`src/sv/ripemd160_hash_assert.svh`:
```
// Assertion macros for the RIPEMD-160 hash block.
// Included by the RTL files that carry concurrent checks; no other dependencies.
`ifndef RIPEMD160_HASH_ASSERT_SVH
`define RIPEMD160_HASH_ASSERT_SVH

`ifndef SYNTHESIS
`define RMD_ASSERT(lbl, prop) \
  lbl: assert property (@(posedge clk_i) disable iff (!rst_ni) prop) \
    else $error("assertion failed");
`define RMD_ASSERT_NEXT(lbl, pre, post) \
  lbl: assert property (@(posedge clk_i) disable iff (!rst_ni) (pre) |=> (post)) \
    else $error("assertion failed");
`else
`define RMD_ASSERT(lbl, prop)
`define RMD_ASSERT_NEXT(lbl, pre, post)
`endif

`endif

```
`src/sv/rmd160_pkg.sv`:
```
// Shared types, constants and round functions for the RIPEMD-160 block.
// No dependencies; used by the top level.
package rmd160_pkg;

  localparam int unsigned WordW    = 32;
  localparam int unsigned BufDepth = 16;
  localparam int unsigned ChainN   = 5;

  typedef enum logic [2:0] {
    ST_IDLE,
    ST_PAD,
    ST_PREP,
    ST_ROUND,
    ST_FOLD,
    ST_OUT
  } state_e;

  typedef struct packed {
    logic [31:0] a;
    logic [31:0] b;
    logic [31:0] c;
    logic [31:0] d;
    logic [31:0] e;
  } line_t;

  localparam logic [31:0] IV [5] = '{
    32'h67452301, 32'hefcdab89, 32'h98badcfe, 32'h10325476, 32'hc3d2e1f0
  };

  localparam logic [3:0] WORD_SEL [160] = '{
    4'd0, 4'd1, 4'd2, 4'd3, 4'd4, 4'd5, 4'd6, 4'd7,
    4'd8, 4'd9, 4'd10, 4'd11, 4'd12, 4'd13, 4'd14, 4'd15,
    4'd7, 4'd4, 4'd13, 4'd1, 4'd10, 4'd6, 4'd15, 4'd3,
    4'd12, 4'd0, 4'd9, 4'd5, 4'd2, 4'd14, 4'd11, 4'd8,
    4'd3, 4'd10, 4'd14, 4'd4, 4'd9, 4'd15, 4'd8, 4'd1,
    4'd2, 4'd7, 4'd0, 4'd6, 4'd13, 4'd11, 4'd5, 4'd12,
    4'd1, 4'd9, 4'd11, 4'd10, 4'd0, 4'd8, 4'd12, 4'd4,
    4'd13, 4'd3, 4'd7, 4'd15, 4'd14, 4'd5, 4'd6, 4'd2,
    4'd4, 4'd0, 4'd5, 4'd9, 4'd7, 4'd12, 4'd2, 4'd10,
    4'd14, 4'd1, 4'd3, 4'd8, 4'd11, 4'd6, 4'd15, 4'd13,
    4'd5, 4'd14, 4'd7, 4'd0, 4'd9, 4'd2, 4'd11, 4'd4,
    4'd13, 4'd6, 4'd15, 4'd8, 4'd1, 4'd10, 4'd3, 4'd12,
    4'd6, 4'd11, 4'd3, 4'd7, 4'd0, 4'd13, 4'd5, 4'd10,
    4'd14, 4'd15, 4'd8, 4'd12, 4'd4, 4'd9, 4'd1, 4'd2,
    4'd15, 4'd5, 4'd1, 4'd3, 4'd7, 4'd14, 4'd6, 4'd9,
    4'd11, 4'd8, 4'd12, 4'd2, 4'd10, 4'd0, 4'd4, 4'd13,
    4'd8, 4'd6, 4'd4, 4'd1, 4'd3, 4'd11, 4'd15, 4'd0,
    4'd5, 4'd12, 4'd2, 4'd13, 4'd9, 4'd7, 4'd10, 4'd14,
    4'd12, 4'd15, 4'd10, 4'd4, 4'd1, 4'd5, 4'd8, 4'd7,
    4'd6, 4'd2, 4'd13, 4'd14, 4'd0, 4'd3, 4'd9, 4'd11
  };

  localparam logic [3:0] ROT_AMT [160] = '{
    4'd11, 4'd14, 4'd15, 4'd12, 4'd5, 4'd8, 4'd7, 4'd9,
    4'd11, 4'd13, 4'd14, 4'd15, 4'd6, 4'd7, 4'd9, 4'd8,
    4'd7, 4'd6, 4'd8, 4'd13, 4'd11, 4'd9, 4'd7, 4'd15,
    4'd7, 4'd12, 4'd15, 4'd9, 4'd11, 4'd7, 4'd13, 4'd12,
    4'd11, 4'd13, 4'd6, 4'd7, 4'd14, 4'd9, 4'd13, 4'd15,
    4'd14, 4'd8, 4'd13, 4'd6, 4'd5, 4'd12, 4'd7, 4'd5,
    4'd11, 4'd12, 4'd14, 4'd15, 4'd14, 4'd15, 4'd9, 4'd8,
    4'd9, 4'd14, 4'd5, 4'd6, 4'd8, 4'd6, 4'd5, 4'd12,
    4'd9, 4'd15, 4'd5, 4'd11, 4'd6, 4'd8, 4'd13, 4'd12,
    4'd5, 4'd12, 4'd13, 4'd14, 4'd11, 4'd8, 4'd5, 4'd6,
    4'd8, 4'd9, 4'd9, 4'd11, 4'd13, 4'd15, 4'd15, 4'd5,
    4'd7, 4'd7, 4'd8, 4'd11, 4'd14, 4'd14, 4'd12, 4'd6,
    4'd9, 4'd13, 4'd15, 4'd7, 4'd12, 4'd8, 4'd9, 4'd11,
    4'd7, 4'd7, 4'd12, 4'd7, 4'd6, 4'd15, 4'd13, 4'd11,
    4'd9, 4'd7, 4'd15, 4'd11, 4'd8, 4'd6, 4'd6, 4'd14,
    4'd12, 4'd13, 4'd5, 4'd14, 4'd13, 4'd13, 4'd7, 4'd5,
    4'd15, 4'd5, 4'd8, 4'd11, 4'd14, 4'd14, 4'd6, 4'd14,
    4'd6, 4'd9, 4'd12, 4'd9, 4'd12, 4'd5, 4'd15, 4'd8,
    4'd8, 4'd5, 4'd12, 4'd9, 4'd12, 4'd5, 4'd14, 4'd6,
    4'd8, 4'd13, 4'd6, 4'd5, 4'd15, 4'd13, 4'd11, 4'd11
  };

  // Additive constant for one group of 16 rounds; groups 5 to 9 belong to the right line.
  function automatic logic [31:0] add_const(input logic [3:0] grp);
    logic [31:0] k;
    unique case (grp)
      4'd1:    k = 32'h5a827999;
      4'd2:    k = 32'h6ed9eba1;
      4'd3:    k = 32'h8f1bbcdc;
      4'd4:    k = 32'ha953fd4e;
      4'd5:    k = 32'h50a28be6;
      4'd6:    k = 32'h5c4dd124;
      4'd7:    k = 32'h6d703ef3;
      4'd8:    k = 32'h7a6d76e9;
      default: k = 32'h00000000;
    endcase
    return k;
  endfunction

  function automatic logic [31:0] bool_fn(input logic [2:0] grp, input logic [31:0] x,
                                          input logic [31:0] y, input logic [31:0] z);
    logic [31:0] f;
    unique case (grp)
      3'd0:    f = x ^ y ^ z;
      3'd1:    f = (x & y) | (~x & z);
      3'd2:    f = (x | ~y) ^ z;
      3'd3:    f = (x & z) | (y & ~z);
      default: f = x ^ (y | ~z);
    endcase
    return f;
  endfunction

  function automatic logic [31:0] rotl(input logic [31:0] x, input logic [3:0] n);
    logic [63:0] dbl;
    dbl = {x, x} << n;
    return dbl[63:32];
  endfunction

  function automatic line_t line_round(input line_t v, input logic [2:0] grp,
                                       input logic [31:0] k, input logic [31:0] x,
                                       input logic [3:0] s);
    logic [31:0] t;
    line_t r;
    t   = bool_fn(grp, v.b, v.c, v.d) + k + v.a + x;
    t   = rotl(t, s) + v.e;
    r.a = v.e;
    r.e = v.d;
    r.d = rotl(v.c, 4'd10);
    r.c = v.b;
    r.b = t;
    return r;
  endfunction

endpackage

```
`src/sv/rmd160_ram.sv`:
```
// Generic RAM: one write port and two read ports with registered read data.
// No dependencies.
module rmd160_ram #(
  parameter int unsigned Width = 32,
  parameter int unsigned Depth = 16
) (
  input  logic                     clk_i,
  input  logic                     we_i,
  input  logic [$clog2(Depth)-1:0] waddr_i,
  input  logic [Width-1:0]         wdata_i,
  input  logic [$clog2(Depth)-1:0] raddr_a_i,
  input  logic [$clog2(Depth)-1:0] raddr_b_i,
  output logic [Width-1:0]         rdata_a_o,
  output logic [Width-1:0]         rdata_b_o
);

  logic [Width-1:0] mem_q [Depth];
  logic [Width-1:0] rdata_a_q;
  logic [Width-1:0] rdata_b_q;

  always_ff @(posedge clk_i) begin
    if (we_i) begin
      mem_q[waddr_i] <= wdata_i;
    end
    rdata_a_q <= mem_q[raddr_a_i];
    rdata_b_q <= mem_q[raddr_b_i];
  end

  assign rdata_a_o = rdata_a_q;
  assign rdata_b_o = rdata_b_q;

endmodule

```
`src/sv/ripemd160_hash.sv`:
```
// RIPEMD-160 hash top level: word buffer, padding sequencer, round logic for both lines.
// Depends on rmd160_pkg, rmd160_ram and ripemd160_hash_assert.svh.
//
//   channel | handshake               | payload
//   --------+-------------------------+-------------------------------------------
//   in      | in_valid_i / in_stall_o | message_word_i, byte_count_i, last_word_i
//   out     | out_valid_o/out_stall_i | digest_word_o, word_index_o, digest_last_o
//
// A word that does not fill the buffer is only written to it; the word that fills it starts
// a block: read prefetch, 80 rounds of both lines side by side in separate round logic, fold.
// A last word adds the pad words and, where needed, an extra block, then 5 digest words.
// Reset is asynchronous and loads the initial chaining value; no clearing pass.
// in_stall_o is high from the cycle after a buffer-filling or last word until the block
// is idle again; a stalled digest word holds until taken.
`include "ripemd160_hash_assert.svh"

module ripemd160_hash
  import rmd160_pkg::*;
(
  input  logic        clk_i,
  input  logic        rst_ni,
  input  logic        in_valid_i,
  output logic        in_stall_o,
  input  logic [31:0] message_word_i,
  input  logic [2:0]  byte_count_i,
  input  logic        last_word_i,
  output logic        out_valid_o,
  input  logic        out_stall_i,
  output logic [31:0] digest_word_o,
  output logic [2:0]  word_index_o,
  output logic        digest_last_o
);

  state_e      state_q, state_d;
  logic [3:0]  pos_q;
  logic [63:0] len_q;
  logic [31:0] chain_q [ChainN];
  line_t       left_q, right_q;
  logic [6:0]  rnd_q;
  logic        need80_q, final_q, pad_q;
  logic [2:0]  oidx_q;

  logic        in_acc, out_acc;
  logic [2:0]  nb;
  logic [31:0] mask, marker, wdata;
  logic        we;
  logic [6:0]  rd_rnd;
  logic [7:0]  rd_idx_r, cur_idx_r;
  logic [31:0] x_left, x_right;

  assign in_acc  = in_valid_i && !in_stall_o;
  assign out_acc = out_valid_o && !out_stall_i;

  // Effective byte count: full unless last, clamped to four.
  always_comb begin
    if (!last_word_i || byte_count_i > 3'd4) begin
      nb = 3'd4;
    end else begin
      nb = byte_count_i;
    end
    unique case (nb)
      3'd0:    mask = 32'h00000000;
      3'd1:    mask = 32'h000000ff;
      3'd2:    mask = 32'h0000ffff;
      3'd3:    mask = 32'h00ffffff;
      default: mask = 32'hffffffff;
    endcase
    marker = (message_word_i & mask) | (32'h80 << {nb[1:0], 3'b000});
  end

  // Buffer write data: the input word, or a pad word with the bit length at the end.
  always_comb begin
    we    = 1'b0;
    wdata = 32'h0;
    if (state_q == ST_IDLE) begin
      we    = in_acc;
      wdata = (last_word_i && nb != 3'd4) ? marker : message_word_i;
    end else if (state_q == ST_PAD) begin
      we = 1'b1;
      priority if (need80_q) begin
        wdata = 32'h80;
      end else if (final_q && pos_q == 4'd14) begin
        wdata = {len_q[28:0], 3'b000};
      end else if (final_q && pos_q == 4'd15) begin
        wdata = len_q[60:29];
      end else begin
        wdata = 32'h0;
      end
    end
  end

  // The buffer is read one round ahead of the round unit.
  assign rd_rnd    = (state_q == ST_ROUND && rnd_q != 7'd79) ? rnd_q + 7'd1 : 7'd0;
  assign rd_idx_r  = {1'b0, rd_rnd} + 8'd80;
  assign cur_idx_r = {1'b0, rnd_q} + 8'd80;

  rmd160_ram #(
    .Width (WordW),
    .Depth (BufDepth)
  ) u_buf (
    .clk_i     (clk_i),
    .we_i      (we),
    .waddr_i   (pos_q),
    .wdata_i   (wdata),
    .raddr_a_i (WORD_SEL[rd_rnd]),
    .raddr_b_i (WORD_SEL[rd_idx_r]),
    .rdata_a_o (x_left),
    .rdata_b_o (x_right)
  );

  always_comb begin
    state_d = state_q;
    unique case (state_q)
      ST_IDLE: begin
        if (in_acc) begin
          if (pos_q == 4'd15) begin
            state_d = ST_PREP;
          end else if (last_word_i) begin
            state_d = ST_PAD;
          end
        end
      end
      ST_PAD:   state_d = (pos_q == 4'd15) ? ST_PREP : ST_PAD;
      ST_PREP:  state_d = ST_ROUND;
      ST_ROUND: state_d = (rnd_q == 7'd79) ? ST_FOLD : ST_ROUND;
      ST_FOLD: begin
        priority if (final_q) begin
          state_d = ST_OUT;
        end else if (pad_q) begin
          state_d = ST_PAD;
        end else begin
          state_d = ST_IDLE;
        end
      end
      ST_OUT: begin
        if (out_acc && oidx_q == 3'd4) begin
          state_d = ST_IDLE;
        end
      end
      default: state_d = ST_IDLE;
    endcase
  end

  always_ff @(posedge clk_i or negedge rst_ni) begin
    if (!rst_ni) begin
      state_q <= ST_IDLE;
    end else begin
      state_q <= state_d;
    end
  end

  always_ff @(posedge clk_i or negedge rst_ni) begin
    if (!rst_ni) begin
      pos_q    <= 4'd0;
      len_q    <= 64'd0;
      rnd_q    <= 7'd0;
      need80_q <= 1'b0;
      final_q  <= 1'b0;
      pad_q    <= 1'b0;
      oidx_q   <= 3'd0;
      for (int i = 0; i < ChainN; i++) begin
        chain_q[i] <= IV[i];
      end
    end else begin
      unique case (state_q)
        ST_IDLE: begin
          if (in_acc) begin
            pos_q <= pos_q + 4'd1;
            len_q <= len_q + {61'd0, nb};
            if (last_word_i) begin
              pad_q    <= 1'b1;
              need80_q <= (nb == 3'd4);
              if (nb != 3'd4) begin
                final_q <= (pos_q <= 4'd13);
              end
            end
          end
        end
        ST_PAD: begin
          pos_q <= pos_q + 4'd1;
          if (need80_q) begin
            need80_q <= 1'b0;
            final_q  <= (pos_q <= 4'd13);
          end
        end
        ST_PREP: begin
          rnd_q <= 7'd0;
        end
        ST_ROUND: begin
          rnd_q <= (rnd_q == 7'd79) ? 7'd0 : rnd_q + 7'd1;
        end
        ST_FOLD: begin
          chain_q[0] <= chain_q[1] + left_q.c + right_q.d;
          chain_q[1] <= chain_q[2] + left_q.d + right_q.e;
          chain_q[2] <= chain_q[3] + left_q.e + right_q.a;
          chain_q[3] <= chain_q[4] + left_q.a + right_q.b;
          chain_q[4] <= chain_q[0] + left_q.b + right_q.c;
          oidx_q     <= 3'd0;
          // A block that only held the pad byte is followed by the length block.
          if (!final_q && pad_q && !need80_q) begin
            final_q <= 1'b1;
          end
        end
        ST_OUT: begin
          if (out_acc) begin
            oidx_q <= oidx_q + 3'd1;
            if (oidx_q == 3'd4) begin
              len_q   <= 64'd0;
              pad_q   <= 1'b0;
              final_q <= 1'b0;
              for (int i = 0; i < ChainN; i++) begin
                chain_q[i] <= IV[i];
              end
            end
          end
        end
        default: ;
      endcase
    end
  end

  // Working lines of both halves; one round of each per cycle.
  always_ff @(posedge clk_i) begin
    if (state_q == ST_PREP) begin
      left_q  <= '{a: chain_q[0], b: chain_q[1], c: chain_q[2], d: chain_q[3], e: chain_q[4]};
      right_q <= '{a: chain_q[0], b: chain_q[1], c: chain_q[2], d: chain_q[3], e: chain_q[4]};
    end else if (state_q == ST_ROUND) begin
      left_q  <= line_round(left_q, rnd_q[6:4], add_const({1'b0, rnd_q[6:4]}),
                            x_left, ROT_AMT[rnd_q]);
      right_q <= line_round(right_q, 3'd4 - rnd_q[6:4], add_const(4'd5 + {1'b0, rnd_q[6:4]}),
                            x_right, ROT_AMT[cur_idx_r]);
    end
  end

  assign in_stall_o    = (state_q != ST_IDLE);
  assign out_valid_o   = (state_q == ST_OUT);
  assign digest_word_o = chain_q[oidx_q];
  assign word_index_o  = oidx_q;
  assign digest_last_o = (oidx_q == 3'd4);

  `RMD_ASSERT(a_rnd_range, rnd_q <= 7'd79)
  `RMD_ASSERT(a_prep_full, (state_q == ST_PREP) |-> (pos_q == 4'd0))
  `RMD_ASSERT(a_out_empty, (state_q == ST_OUT) |-> (pos_q == 4'd0 && !need80_q))
  `RMD_ASSERT_NEXT(a_done_clear, out_acc && oidx_q == 3'd4,
                   state_q == ST_IDLE && len_q == 64'd0 && !final_q)

endmodule
```
`config.mk`:
```
export PLATFORM = sky130hd
export DESIGN_NAME = ripemd160_hash
export DESIGN_NICKNAME = d
export VERILOG_FILES = /design/src/sv/rmd160_pkg.sv /design/src/sv/rmd160_ram.sv /design/src/sv/ripemd160_hash.sv
export VERILOG_INCLUDE_DIRS = /design/src /design/src/sv
export SDC_FILE = /design/constraint.sdc
export NUM_CORES = 2
export LEC_CHECK = 0
export BUFFER_PORTS_ARGS = -buffer_cell sky130_fd_sc_hd__buf_2
export CAP_MARGIN = 25
export CORE_MARGIN = 2
export CORE_UTILIZATION = 65
export CTS_CLUSTER_SIZE = 30
export DETAILED_ROUTE_END_ITERATION = 10
export PLACE_DENSITY = 0.94
export SYNTH_ARGS = -nofsm -noshare
export SYNTH_HDL_FRONTEND = slang
export SYNTH_SLANG_ARGS = --single-unit
```
`constraint.sdc`:
```
create_clock -name clk_i -period 12.9 [get_ports clk_i]
set_input_delay 1.29 -clock clk_i [delete_from_list [all_inputs] [get_ports clk_i]]
set_output_delay 1.29 -clock clk_i [all_outputs]
set_load 0.03 [all_outputs]
```
# Word level (Yosys, flattened, before mapping)
# Memory sizes are Yosys's and may differ from the RTL's. A register that Yosys moved wholly into a read port is not among the register bits.
# Index checks and enable logic that the tools add are counted.
dict set report totals {
  n_memories 6
  word_cells 244
  register_bits 564
  mem_bits_ro 4608
  in_bits 40
  mem_bits_rw 512
  out_inout_bits 38
}
dict set report op_classes {
  add_sub_neg 26
  shifts 3
  order_cmp 7
  bitwise_logic 37
  n_reduce_logical 33
  n_eq_ne 34
  muxes 75
}
# name words word_bits read_ports rd_ports_with_merged_regs write_ports line_no
set mem_list {}
lappend mem_list {{(name not given)} 256 4 1 0 0 ripemd160_hash.sv:231} ;# x_right, ROT_AMT[cur_idx_r]);
lappend mem_list {{(name not given)} 256 4 1 0 0 ripemd160_hash.sv:229} ;# x_left, ROT_AMT[rnd_q]);
lappend mem_list {{(name not given)} 256 4 1 0 0 ripemd160_hash.sv:106} ;# .raddr_b_i (WORD_SEL[rd_idx_r]),
lappend mem_list {{(name not given)} 256 4 1 0 0 ripemd160_hash.sv:105} ;# .raddr_a_i (WORD_SEL[rd_rnd]),
lappend mem_list {{(name not given)} 16 32 1 0 0 rmd160_pkg.sv:79} ;# unique case (grp)
lappend mem_list {u_buf.mem_q 16 32 2 2 1 rmd160_ram.sv:17} ;# logic [Width-1:0] mem_q [Depth];
# operator count
set op_table {}
lappend op_table {{two-way mux 160 bit} 6}
lappend op_table {{adder 32 bit} 18}
lappend op_table {{two-way mux 32 bit} 16}
lappend op_table {{case mux 32 bit (4 select lines)} 3}
lappend op_table {{case mux 160 bit (2 select lines)} 1}
lappend op_table {{bitwise AND 32 bit} 9}
lappend op_table {{OR 32 bit} 9}
lappend op_table {{XOR 32 bit} 8}
lappend op_table {{case mux 32 bit (7 select lines)} 1}
lappend op_table {{two-way mux 64 bit} 3}
lappend op_table {{inverter 32 bit} 6}
lappend op_table {{case mux 64 bit (2 select lines)} 1}
lappend op_table {{<< shifter 64 x 4 -> 64 bit} 2}
lappend op_table {{binary-select mux 32 bit (select 3 bit)} 1}
lappend op_table {{adder 64 x 3 -> 64 bit} 1}
lappend op_table {{two-way mux 4 bit} 9}
lappend op_table {{<< shifter 8 x 5 -> 32 bit (first input constant)} 1}
lappend op_table {{== test 3 x 2 -> 1 bit (second input constant)} 8}
lappend op_table {{== test 3 bit (second input constant)} 8}
lappend op_table {{two-way mux 3 bit} 8}
lappend op_table {{>= comparator 8 x 9 -> 1 bit (second input constant)} 2}
lappend op_table {{>= comparator 9 bit (second input constant)} 2}
lappend op_table {{inverter 8 -> 9 bit} 2}
lappend op_table {{case mux 3 bit (6 select lines)} 1}
lappend op_table {{other kinds (39)} 89}

# Longest topological paths before layout
dict set report depth {
  depth_word 13
  ltp_mapped 45
  ltp_nobuf 39
}

# By module
# From an unflattened synthesis, not the netlist that was laid out.
dict set report unflattened {
  cells_unflattened 7585
  hier_area_um2 80186.9
}
# mod area_per_inst_um2 seq_area_each_um2 instances cells_each
set by_module_without_submodules {}
lappend by_module_without_submodules {ripemd160_hash 55998.7 15740.1 1 6444}
lappend by_module_without_submodules {rmd160_ram 24188.2 16656.0 1 1141}

# Worst setup path before layout
# OpenSTA, ideal clock, no wires.
dict set report synth_timing {
  path_kind {reg2reg}
  start {register state_q[1]}
  end {register left_q[124] (netlist bit) (data pin)}
  synth_period_minus_slack_ns 11.379
  required_ns 12.639
  setup_time_ns 0.261
  slack_ns 1.521
  stages_incl_launch_ff 11
  arrival_time_ns 11.118
  n_path_buf 5
  path_cell_list {dfrtp_1 -> buf_2 -> nor2b_1 -> clkbuf_1 -> nor2b_1 -> clkbuf_1 -> clkbuf_1 -> clkbuf_1 -> nor2_1 -> mux2i_1 -> nand3_1}
}
dict set report synth_via {
  elab_chain_cells 2
}
# element line_no
set synth_rtl {}
lappend synth_rtl {{start: declaration} ripemd160_hash.sv:34} ;# state_e state_q, state_d;
lappend synth_rtl {{start signal: assignment} ripemd160_hash.sv:148} ;# state_q <= state_d;
lappend synth_rtl {{== test 3 x 2 -> 1 bit} ripemd160_hash.sv:224} ;# if (state_q == ST_PREP) begin
lappend synth_rtl {{two-way mux 160 bit} ripemd160_hash.sv:224}
lappend synth_rtl {{end signal: assignment} ripemd160_hash.sv:225} ;# left_q <= '{a: chain_q[0], b: chain_q[1], c: chain_q[2], d: chain_q[3], e: chain_q[4]};
lappend synth_rtl {{end signal: assignment} ripemd160_hash.sv:228} ;# left_q <= line_round(left_q, rnd_q[6:4], add_const({1'b0, rnd_q[6:4]}),
lappend synth_rtl {{end: declaration} ripemd160_hash.sv:38} ;# line_t left_q, right_q;
# Every way passes these cells.
# A chain may end at the register's enable or synchronous reset.

# Worst setup path after layout
dict set report layout_timing {
  start {register rnd_q[5]}
  end {register right_q[127] (netlist bit) (data pin)}
}
dict set report layout_via {
  elab_chain_cells 12
  word_cells_on_any_way 24
  classes_between {add/sub (7); eq/ne (3); shift (1); mux (9); bitwise (1); reduce/logical (1); memory (2)}
}
# element line_no
set layout_rtl {}
lappend layout_rtl {{start: declaration} ripemd160_hash.sv:39} ;# logic [6:0] rnd_q;
lappend layout_rtl {{start signal: assignment} ripemd160_hash.sv:190} ;# rnd_q <= (rnd_q == 7'd79) ? 7'd0 : rnd_q + 7'd1;
lappend layout_rtl {{parallel branches: the longest is 8 deep, another holds memory read (16 x 32 bit)} --}
lappend layout_rtl {{<< shifter 64 x 4 -> 64 bit *} rmd160_pkg.sv:108} ;# dbl = {x, x} << n;
lappend layout_rtl {{adder 32 bit *} rmd160_pkg.sv:118} ;# t = rotl(t, s) + v.e;
lappend layout_rtl {{two-way mux 160 bit *} ripemd160_hash.sv:227} ;# end else if (state_q == ST_ROUND) begin
lappend layout_rtl {{two-way mux 160 bit *} ripemd160_hash.sv:224}
lappend layout_rtl {{end signal: assignment} ripemd160_hash.sv:226} ;# right_q <= '{a: chain_q[0], b: chain_q[1], c: chain_q[2], d: chain_q[3], e: chain_q[4]};
lappend layout_rtl {{end signal: assignment} ripemd160_hash.sv:230} ;# right_q <= line_round(right_q, 3'd4 - rnd_q[6:4], add_const(4'd5 + {1'b0, rnd_q[6:4]}),
lappend layout_rtl {{end: declaration} ripemd160_hash.sv:38}
# Mark *: on every way between the ends. The select of a mux whose other input is x is not followed.

==> metrics.yaml <==
crit_type: "reg2reg"
dieArea_sq_um: 133000
clockBufferDepth: 3
synth_top_area_share_pct: 29.6
status: "complete, no violations"
route.antenna.remaining_nets: 0
yosys_warnings: 0
startpoint: "rnd_q[5]$_DFFE_PN0P_"
overflow: 0
slew_viol_final: 0
rrSetupSlack_ns: 1.23
rows: 132
first_pass_iters: 9
endpoint_kind: "flop"
yosys-top-cells-area: "edfxtp_1 (30%), mux2i_1 (10%), fa_1 (6.8%)"
drt-vias-per-instance: 7.27
async_flop_share_pct: 21.2
hold_viol_final: 0
rr_worst_depth: 36
setup_violations: 0
vias: 74700
arrival_ns: 12.31
wl_per_cell_microns: 33.0
path_clk_slew_ns: 0.08
finalCriticalPeriod_ns: 11.67
drv_cap: 0
root_buffer: "clkbuf_16"
place_congestion: 1.08
ys_ff_latch: 1137
postSynthAreaPerCell_sq_um: 9.89
drc: 0
synth_common_cells: "nand2_1 (1,229), mux2i_1 (876), edfxtp_1 (832)"
synth-edff-count: 832
register_area_sq_um: 32400
grt.total_usage_pct: 50.3
synth.most_common_cell: "nand2_1"
critical_path_required_ns: 13.54
worstSetupEndpoint: "right_q[127]$_DFFE_PP_"
grt_pass1_vias: 71400
tightest_slew_ns: 1.31
initialDrtViolationCount: 12700
postCtsSetupBuffers: 0
grt_pass1_wl_microns: 485000
slew_headroom_pct: 12.4
cp_slowest_stage_delay_ns: 0.82
synth_area_sq_um: 84400
post_cts_resized: 0
grt_max_degree: 165
clkLatencyLatePin_ns: 0.86
multi_input_area_sq_um: 48400
fin_nets: 9107
drive_gt1_share_pct: 8.79
finalCritPeriodShare_pct: 90.5
crit_path_max_fanout: 23
numClockSinks: 1137
synth_nets: 9236
cts_tree: "yes"
cts.hold.buffers_added: 0
hpwl_microns: 241000
die_w_microns: 364
nFillCells: 9131
yosysTopAreaCell: "edfxtp_1"
synth_cells: 8534
io_pins: 78
area_delta_synth_final_pct: 7.23
io_buffers: 77
cts-htree-levels: 3
wirelength_microns: 339000
reg2reg_from: "rnd_q[5]$_DFFE_PN0P_"
clock_skew_ns: 0.112
antenna_found_initial: 15
hp-class: "in2async"
dieHeight_microns: 364
initial_core_util_pct: 65.3
synthFlopType: "edfxtp_1"
coreArea_sq_um: 129000
finalSetupTns_ns: 0
startpoint_type: "flop"
yosysUniqueCellTypes: 112
fmax_mhz: 85.7
cts_made_buffers: 118
ys_seq_area_share_pct: 38.4
rsz0062_at_grt: "no"
slowest_stage: "a221oi_1"
r2r_end: "right_q[127]$_DFFE_PP_"
## layer usage
metal	share of wire (%)	vias up	track usage, %
li1	-	30700	-
met1	34	35400	62.7
met2	41	6782	72.1
met3	15	1796	16.3
met4	10	22	39.3
met5	0.082	-	0.654
## registers in the layout (all words and copies together), names as in the netlist
| register | flops |
|---|---|
| u_buf.rdata_a_o | 32 |
| len_q | 61 |
| right_q | 160 |
| need80_q | 1 |
| state_q | 3 |
| word_index_o | 3 |
| left_q | 160 |
| u_buf.rdata_b_o | 32 |
| u_buf.mem_q | 512 |
| chain_q | 160 |
| pad_q | 1 |
| rnd_q | 7 |
| pos_q | 4 |
| final_q | 1 |
## cells by family after synthesis
group	Yosys count	share of synthesized area [%]
compound gates	1985	15.3
xor+xnor	450	4.68
fa+ha+maj	662	12.4
buf+inv	937	4.70
flops	1137	38.4
mux	981	12.0
simple gates	2382	12.6
## area by class of cell
| cell class | count | area share [%] |
|---|---|---|
| clock inverter | 77 | 0.899 |
| timing repair buffer | 245 | 1.97 |
| inverter | 443 | 1.84 |
| clock buffer | 149 | 3.57 |
| tap | 1742 | 2.41 |
| sequential | 1137 | 35.8 |
| multi-input combinational | 6460 | 53.5 |
| antenna | 12 | 0.0332 |
## placed cells by master (no fill, tap or decap), drive strengths merged, types with 64 or more instances in the layout
cell,n
nor3,96
clkbuf,150
a21o,118
o21ai,568
and3,78
nor2b,81
nand3,217
inv,442
dfstp,80
a21oi,450
dfxtp,64
a211oi,85
o22ai,79
nand2,1230
buf,243
xor2,180
edfxtp,832
dfrtp,161
xnor2,270
ha,375
fa,287
mux2i,876
nor2,391
mux2,90
## worst min-delay path by stage
| stage | start | endpoint | slack [ns] | cells past startpoint |
|---|---|---|---|---|
| after global routing | rst_ni | rnd_q[6]$_DFFE_PN0P_ | 0.44 | 1 |
| after detailed placement | pad_q$_DFFE_PN0P_ | pad_q$_DFFE_PN0P_ | 0.51 | 2 |
| after CTS | rst_ni | rnd_q[6]$_DFFE_PN0P_ | 0.42 | 1 |
| final | rst_ni | rnd_q[6]$_DFFE_PN0P_ | 0.39 | 1 |
| after floorplan | len_q[2]$_DFFE_PN0P_ | len_q[2]$_DFFE_PN0P_ | 0.48 | 2 |
| after global placement | pad_q$_DFFE_PN0P_ | pad_q$_DFFE_PN0P_ | 0.51 | 2 |
## worst max-delay path, delay by kind of cell, from the launching register on
kind / cells / cell delay [ns]
xor+xnor: 1 / 0.10
compound gates: 16 / 6.14
flops: 1 / 0.39
mux: 4 / 0.87
fa+ha+maj: 6 / 2.18
simple gates: 5 / 1.37
buf+inv: 4 / 0.42
## per-stage QoR
step | cell area [sq um] | util [%] | std cells | hold slack, ns | worst slack (ns)
floorplan | 84400 | - | 8534 | 0.478 | 1.52
global placement | 86200 | 66.7 | 10000 | 0.507 | 1.85
detailed placement | 86300 | 66.8 | 10000 | 0.507 | 1.72
CTS | 90300 | 69.9 | 10200 | 0.419 | 1.66
global route | 90500 | 70.0 | 10300 | 0.443 | 0.773
finish | 90500 | 70.1 | 10300 | 0.392 | 1.23
Power is left out: the tool's default activity adds up to more than one toggle a clock period on the data nets, which glitch-free logic cannot reach.
